===== src/rtl/core/rbyuv_pkg.sv =====
// rbyuv_pkg: shared types and coefficients for the 2x2 rgb block to yuv 4:2:0 converter
// used by rbyuv_pixel, rbyuv_chroma and rgb_block_to_yuv420; no dependencies

package rbyuv_pkg;

   // coefficients, bt.601-style integer weights
   localparam logic [15:0] LUMA_R      = 16'd77;
   localparam logic [15:0] LUMA_G      = 16'd150;
   localparam logic [15:0] LUMA_B      = 16'd29;
   localparam logic [15:0] CHROMA_BIAS = 16'd32768;
   localparam logic [15:0] U_R         = 16'd43;
   localparam logic [15:0] U_G         = 16'd85;
   localparam logic [15:0] U_B         = 16'd128;
   localparam logic [15:0] V_R         = 16'd128;
   localparam logic [15:0] V_G         = 16'd107;
   localparam logic [15:0] V_B         = 16'd21;
   localparam int          CHROMA_SHIFT = 10;

   localparam int PIXELS     = 4;
   localparam int TERM_W     = 16;
   localparam int CSUM_W     = TERM_W + 2;
   localparam int REQ_DATA_W = 96;
   localparam int RSP_DATA_W = 48;

   typedef struct packed {
      logic [7:0] red;
      logic [7:0] green;
      logic [7:0] blue;
   } pixel_type;

   typedef struct packed {
      logic [7:0]        luma;
      logic [TERM_W-1:0] u_term;
      logic [TERM_W-1:0] v_term;
   } pix_term_type;

endpackage


===== src/rtl/core/rgb_block_to_yuv420.sv =====
// rgb_block_to_yuv420: top level, 2x2 bgr block to four luma bytes and shared u and v
// depends on rbyuv_pkg, rbyuv_pixel and rbyuv_chroma

// One request carries a 2x2 block of 8-bit pixels (blue, green, red each) and gives exactly
// one response: four luma bytes (77r+150g+29b)>>8 and one u and one v byte for the block,
// each the sum of four biased pixel terms shifted right by 10; no clamping is needed since
// every value lands in 0..255. The block takes one request per clock cycle while req_tready
// stays high. A taken request is held in the input register; once the result register is
// free, the conversion logic feeds it from there and rsp_tvalid rises. The input register
// still takes a new request while a finished response waits on rsp_tready as long as the
// input register itself is empty or moving on; with both registers full and rsp_tready
// low, req_tready drops. Reset clears only the two valid flags.

module rgb_block_to_yuv420 (
   input  logic                             clock,
   input  logic                             reset,
   // tl_blue, tl_green, tl_red, tr_blue, tr_green, tr_red,
   // bl_blue, bl_green, bl_red, br_blue, br_green, br_red (8 bits each, lowest first)
   input  logic [rbyuv_pkg::REQ_DATA_W-1:0] req_tdata,
   input  logic                             req_tvalid,
   output logic                             req_tready,
   // luma_tl, luma_tr, luma_bl, luma_br, chroma_u, chroma_v (8 bits each, lowest first)
   output logic [rbyuv_pkg::RSP_DATA_W-1:0] rsp_tdata,
   output logic                             rsp_tvalid,
   input  logic                             rsp_tready
);

   // input register
   logic                             s1_valid_ff, s1_valid_in;
   logic [rbyuv_pkg::REQ_DATA_W-1:0] s1_data_ff, s1_data_in;
   // result register
   logic                             s2_valid_ff, s2_valid_in;
   logic [rbyuv_pkg::RSP_DATA_W-1:0] s2_data_ff, s2_data_in;

   logic s2_ready;
   logic s1_ready;

   rbyuv_pkg::pixel_type    pix  [rbyuv_pkg::PIXELS];
   rbyuv_pkg::pix_term_type term [rbyuv_pkg::PIXELS];
   logic [7:0]              chroma_u;
   logic [7:0]              chroma_v;

   // result register frees when empty or being drained this cycle
   assign s2_ready   = !s2_valid_ff || rsp_tready;
   assign s1_ready   = !s1_valid_ff || s2_ready;
   assign req_tready = s1_ready;

   // unpack pixels: each pixel is blue, green, red from the low byte up
   for (genvar k = 0; k < rbyuv_pkg::PIXELS; k++) begin : g_pix
      assign pix[k].blue  = s1_data_ff[24*k +: 8];
      assign pix[k].green = s1_data_ff[24*k + 8 +: 8];
      assign pix[k].red   = s1_data_ff[24*k + 16 +: 8];

      rbyuv_pixel u_pixel (
         .pix  (pix[k]),
         .term (term[k])
      );
   end

   rbyuv_chroma u_chroma (
      .term     (term),
      .chroma_u (chroma_u),
      .chroma_v (chroma_v)
   );

   always_comb begin
      s1_valid_in = s1_valid_ff;
      s1_data_in  = s1_data_ff;
      if (s1_ready) begin
         s1_valid_in = req_tvalid;
         s1_data_in  = req_tdata;
      end
   end

   always_comb begin
      s2_valid_in = s2_valid_ff;
      s2_data_in  = s2_data_ff;
      if (s2_ready) begin
         s2_valid_in = s1_valid_ff;
         s2_data_in  = {chroma_v, chroma_u, term[3].luma, term[2].luma,
                        term[1].luma, term[0].luma};
      end
   end

   // valid flags
   always_ff @(posedge clock) begin
      if (reset) begin
         s1_valid_ff <= 1'b0;
         s2_valid_ff <= 1'b0;
      end else begin
         s1_valid_ff <= s1_valid_in;
         s2_valid_ff <= s2_valid_in;
      end
   end

   // payload, no reset
   always_ff @(posedge clock) begin
      s1_data_ff <= s1_data_in;
      s2_data_ff <= s2_data_in;
   end

   assign rsp_tvalid = s2_valid_ff;
   assign rsp_tdata  = s2_data_ff;

   // a stalled input register keeps its block
   a_s1_hold: assert property (@(posedge clock) disable iff (reset)
      (s1_valid_ff && !s2_ready) |=> (s1_valid_ff && $stable(s1_data_ff)))
      else $error("input register lost or changed a stalled block");

   // a block moving out of the input register always lands in the result register
   a_s1_to_s2: assert property (@(posedge clock) disable iff (reset)
      (s1_valid_ff && s2_ready) |=> s2_valid_ff)
      else $error("block dropped between input and result register");

   // an accepted request always shows up in the input register
   a_req_to_s1: assert property (@(posedge clock) disable iff (reset)
      (req_tvalid && req_tready) |=> (s1_valid_ff && s1_data_ff == $past(req_tdata)))
      else $error("accepted request not captured");

   // with both stages full and the output stalled, no request may be taken
   a_full_stall: assert property (@(posedge clock) disable iff (reset)
      (s1_valid_ff && s2_valid_ff && !rsp_tready) |-> !req_tready)
      else $error("request taken while pipeline is full");

endmodule


===== src/rtl/core/rbyuv_pixel.sv =====
// rbyuv_pixel: per-pixel luma and the pixel's u and v chroma terms
// depends on rbyuv_pkg

module rbyuv_pixel (
   input  rbyuv_pkg::pixel_type    pix,
   output rbyuv_pkg::pix_term_type term
);

   logic [15:0] luma_sum;
   logic [15:0] u_sub;
   logic [15:0] v_sub;

   assign luma_sum = 16'(pix.red)   * rbyuv_pkg::LUMA_R
                   + 16'(pix.green) * rbyuv_pkg::LUMA_G
                   + 16'(pix.blue)  * rbyuv_pkg::LUMA_B;

   // subtracted parts never exceed the bias, so the terms stay positive
   assign u_sub = 16'(pix.red) * rbyuv_pkg::U_R + 16'(pix.green) * rbyuv_pkg::U_G;
   assign v_sub = 16'(pix.green) * rbyuv_pkg::V_G + 16'(pix.blue) * rbyuv_pkg::V_B;

   assign term.luma   = luma_sum[15:8];
   assign term.u_term = rbyuv_pkg::CHROMA_BIAS + 16'(pix.blue) * rbyuv_pkg::U_B - u_sub;
   assign term.v_term = rbyuv_pkg::CHROMA_BIAS + 16'(pix.red) * rbyuv_pkg::V_R - v_sub;

endmodule


===== src/rtl/core/rbyuv_chroma.sv =====
// rbyuv_chroma: sums the four pixel chroma terms and scales to one u and one v byte
// depends on rbyuv_pkg

module rbyuv_chroma (
   input  rbyuv_pkg::pix_term_type term [rbyuv_pkg::PIXELS],
   output logic [7:0]               chroma_u,
   output logic [7:0]               chroma_v
);

   logic [rbyuv_pkg::CSUM_W-1:0] u_sum;
   logic [rbyuv_pkg::CSUM_W-1:0] v_sum;

   assign u_sum = rbyuv_pkg::CSUM_W'(term[0].u_term) + rbyuv_pkg::CSUM_W'(term[1].u_term)
                + rbyuv_pkg::CSUM_W'(term[2].u_term) + rbyuv_pkg::CSUM_W'(term[3].u_term);
   assign v_sum = rbyuv_pkg::CSUM_W'(term[0].v_term) + rbyuv_pkg::CSUM_W'(term[1].v_term)
                + rbyuv_pkg::CSUM_W'(term[2].v_term) + rbyuv_pkg::CSUM_W'(term[3].v_term);

   assign chroma_u = u_sum[rbyuv_pkg::CHROMA_SHIFT +: 8];
   assign chroma_v = v_sum[rbyuv_pkg::CHROMA_SHIFT +: 8];

endmodule


===== config.mk =====
export PLATFORM = sky130hd
export DESIGN_NAME = rgb_block_to_yuv420
export DESIGN_NICKNAME = d
export VERILOG_FILES = /design/src/rtl/core/rbyuv_pkg.sv /design/src/rtl/core/rgb_block_to_yuv420.sv /design/src/rtl/core/rbyuv_pixel.sv /design/src/rtl/core/rbyuv_chroma.sv
export SDC_FILE = /design/constraint.sdc
export NUM_CORES = 2
export LEC_CHECK = 0
export BUFFER_PORTS_ARGS = -buffer_cell sky130_fd_sc_hd__buf_2
export CORE_AREA = 2 2 280 282
export CTS_BUF_LIST = sky130_fd_sc_hd__clkbuf_4 sky130_fd_sc_hd__clkbuf_8 sky130_fd_sc_hd__clkbuf_16
export DETAILED_ROUTE_END_ITERATION = 16
export DIE_AREA = 0 0 282 284
export PLACE_DENSITY = 0.65
export SETUP_SLACK_MARGIN = 0.2
export SYNTH_ARGS = -nofsm -noshare
export SYNTH_HDL_FRONTEND = slang
export SYNTH_SLANG_ARGS = --single-unit

===== constraint.sdc =====
create_clock -name clock -period 24.5 [get_ports clock]
set_clock_uncertainty 0.2 [all_clocks]
set_input_delay 2.45 -clock clock [delete_from_list [all_inputs] [get_ports clock]]
set_output_delay 2.45 -clock clock [all_outputs]
set_load 0.02 [all_outputs]

==> results.toml <==
[critical_path]
worst-path-max-fanout = 9
crit_path_end_kind = "register"
required_ns = 24.68
critPathKind = "reg2reg"
worst_setup_path_start_kind = "register"
arrival_ns = 9.11
cpPeakStageDelay_ns = 0.64
slowest_stage = "a2111oi_0"
crit_path_frequent_cell = "ha_1"

[global_route]
track_usage_pct = 22.2
grt_antenna_before_repair = 0
grt_pass1_wl_mm = 137
grt_max_degree = 52
grt_pass1_vias = 26524
grt_overflow_total = 0

[die]
die-area_um2 = 80100
die_width_um = 282
coreArea_um2 = 77000
start_util_pct = 48.7
die_h_um = 284
rows = 102
pin_count = 150

[drt]
firstDrtPassIters = 5
routed_via_density = 5.05
wl_per_cell_um = 16.8
post-route-drc-count = 0
drt_iter0_markers = 1093
vias = 25047
routed_wl_mm = 83.1
ant_nets = 0

[timing]
max_freq_mhz = 112
tightestPinTransition_ns = 0.891
drv_slew = 0
fin_crit_sh_pct = 36.4
finalSetupViolations = 0
finalCriticalPeriod_ns = 8.93
maxSlewHeadroom_pct = 40.6
postLayoutSetupSlackWorst_ns = 15.58
hold_violations = 0
setup_tns_ns = 0
rsz0062_at_grt = "no"

[final_layout]
nets = 5412
fill_cells = 7028
areaGrowthSynthToFinish_pct = 7.18
n_antenna_cell = 0
drive_above_1_share_pct = 5.39
stdcell_count = 4957

[clock_tree]
cts-htree-levels = 4
ctsLongestPathBuffers = 2
clock_latency_ns = 0.53
ctsRootBufferMaster = "clkbuf_16"
cts_hold_buffers = 0
cts_buffers = 17
post_cts_resized = 0
post-cts-setup-buffers = 0
path_clk_slew_ns = 0.09
clkSinkCount = 146
cts_tree = "yes"

[synthesis]
async_reset_ff_share_pct = 0
netlist_area_um2 = 37500
synth_area_leaders = "fa_1 32%, ha_1 27%, edfxtp_1 12%"
synth_top_area_share_pct = 31.9
syn_inst = 3734
ys_seq_area_share_pct = 11.6
ys_seq_elements = 146
synth_edf_count = 144
syn_area_per_cell_um2 = 10.0
yosysUniqueCellTypes = 69
yosysWarnings = 0
synth_top_flop_cell = "edfxtp_1"
syn_nets = 5241
yosysTopAreaCell = "fa_1"

[placed_design]
place_worst_setup_slack_ns = 15.63
portBuffers = 149
dp_cells = 4926
place.gp.congestion = 0.904
place_hpwl_mm = 71.4

[hold_path]
hp-class = "reg2reg"

[job]
maxCapViolations = 0

[status]
status = "complete, no violations"
-- metal layers --
metal / wire [um] / GRT usage [%] / vias up / part of all wire, %
met4: 1820 / 5.51 / 0 / 2.2
met1: 37100 / 29.3 / 12342 / 45
met3: 3190 / 3.19 / 73 / 3.8
met2: 41000 / 38.2 / 400 / 49
li1: - / - / 12232 / -
met5: 0 / 0 / - / 0
-- flip-flops by register name (all words and copies together), names as in the netlist --
signal	flops
rsp_tdata	48
rsp_tvalid	1
s1_data_ff	96
s1_valid_ff	1
-- per-stage QoR --
| stage | cell area [um^2] | util (%) | hold WS, ns |
|---|---|---|---|
| floorplan | 37500 | - | 0.263 |
| global placement | 39600 | 51.4 | 0.328 |
| detailed placement | 39600 | 51.4 | 0.328 |
| CTS | 40200 | 52.2 | 0.363 |
| global route | 40200 | 52.2 | 0.406 |
| finish | 40200 | 52.2 | 0.367 |
-- path summary, 6_finish.rpt --
kind,cells past startpoint,slack (ns),end,start
worst max-delay path,28,15.58,rsp_tdata[38],s1_data_ff[9]
worst min-delay path,2,0.37,s1_valid_ff,s1_valid_ff
worst max register to register,28,15.58,rsp_tdata[38],s1_data_ff[9]
worst min register to register,2,0.37,s1_valid_ff,s1_valid_ff
-- cell families (layout without fill, tap and decap cells) --
logic type      count (synthesis)  count (layout)  synth area share, %
xor+xnor                      195             195                 4.56
fa+ha+maj                    1407            1407                 58.9
buf+inv                      1105            1288                 11.1
compound gates                451             451                 7.92
mux                             9               9                0.240
flops                         146             146                 11.6
simple gates                  421             421                 5.65
-- area by class of cell --
| cell class | instances | area (um^2) | area share [%] |
|---|---|---|---|
| Sequential cell | 146 | 4360 | 10.9 |
| Clock buffer | 21 | 455 | 1.13 |
| Multi-Input combinational cell | 2483 | 29000 | 72.1 |
| Timing Repair Buffer | 152 | 768 | 1.91 |
| Tap cell | 1040 | 1300 | 3.24 |
| Inverter | 1105 | 4150 | 10.3 |
| Clock inverter | 10 | 160 | 0.399 |
-- cells in the mapped netlist (all sizes together), types with 12 or more instances --
library cell,count
fa,598
o21a,30
xor2,66
nor2,124
o211ai,15
a21oi,127
a31oi,17
nand2b,23
o21bai,23
inv,1105
ha,809
a21o,74
nand2,79
edfxtp,144
xnor2,129
nor3,40
o21ai,85
a211oi,14
or3,13
and3,12
nor2b,33
nand3,28
-- worst max-delay path: cells and delay by family, from the launching register on --
family / cells / cell delay [ns]
adder cells (fa/ha/maj): 11 / 4.35
flip-flops: 1 / 0.58
XOR/XNOR: 2 / 0.42
AO/OA/AOI/OAI: 6 / 1.75
AND/OR/NAND/NOR: 7 / 1.39
buffers and inverters: 2 / 0.09
-- cells in the final DEF, fill, tap and decap left out, drive strengths merged, types with 28 or more instances in the layout --
cell	instances
inv	1105
xor2	66
nor3	40
nor2b	33
edfxtp	144
ha	809
xnor2	129
o21ai	85
nand2	79
a21o	74
o21a	30
a21oi	127
buf	152
nand3	28
nor2	124
fa	598
Power is not shown: default switching activity piles up to over one toggle a cycle in this logic, so the estimate is an artifact.
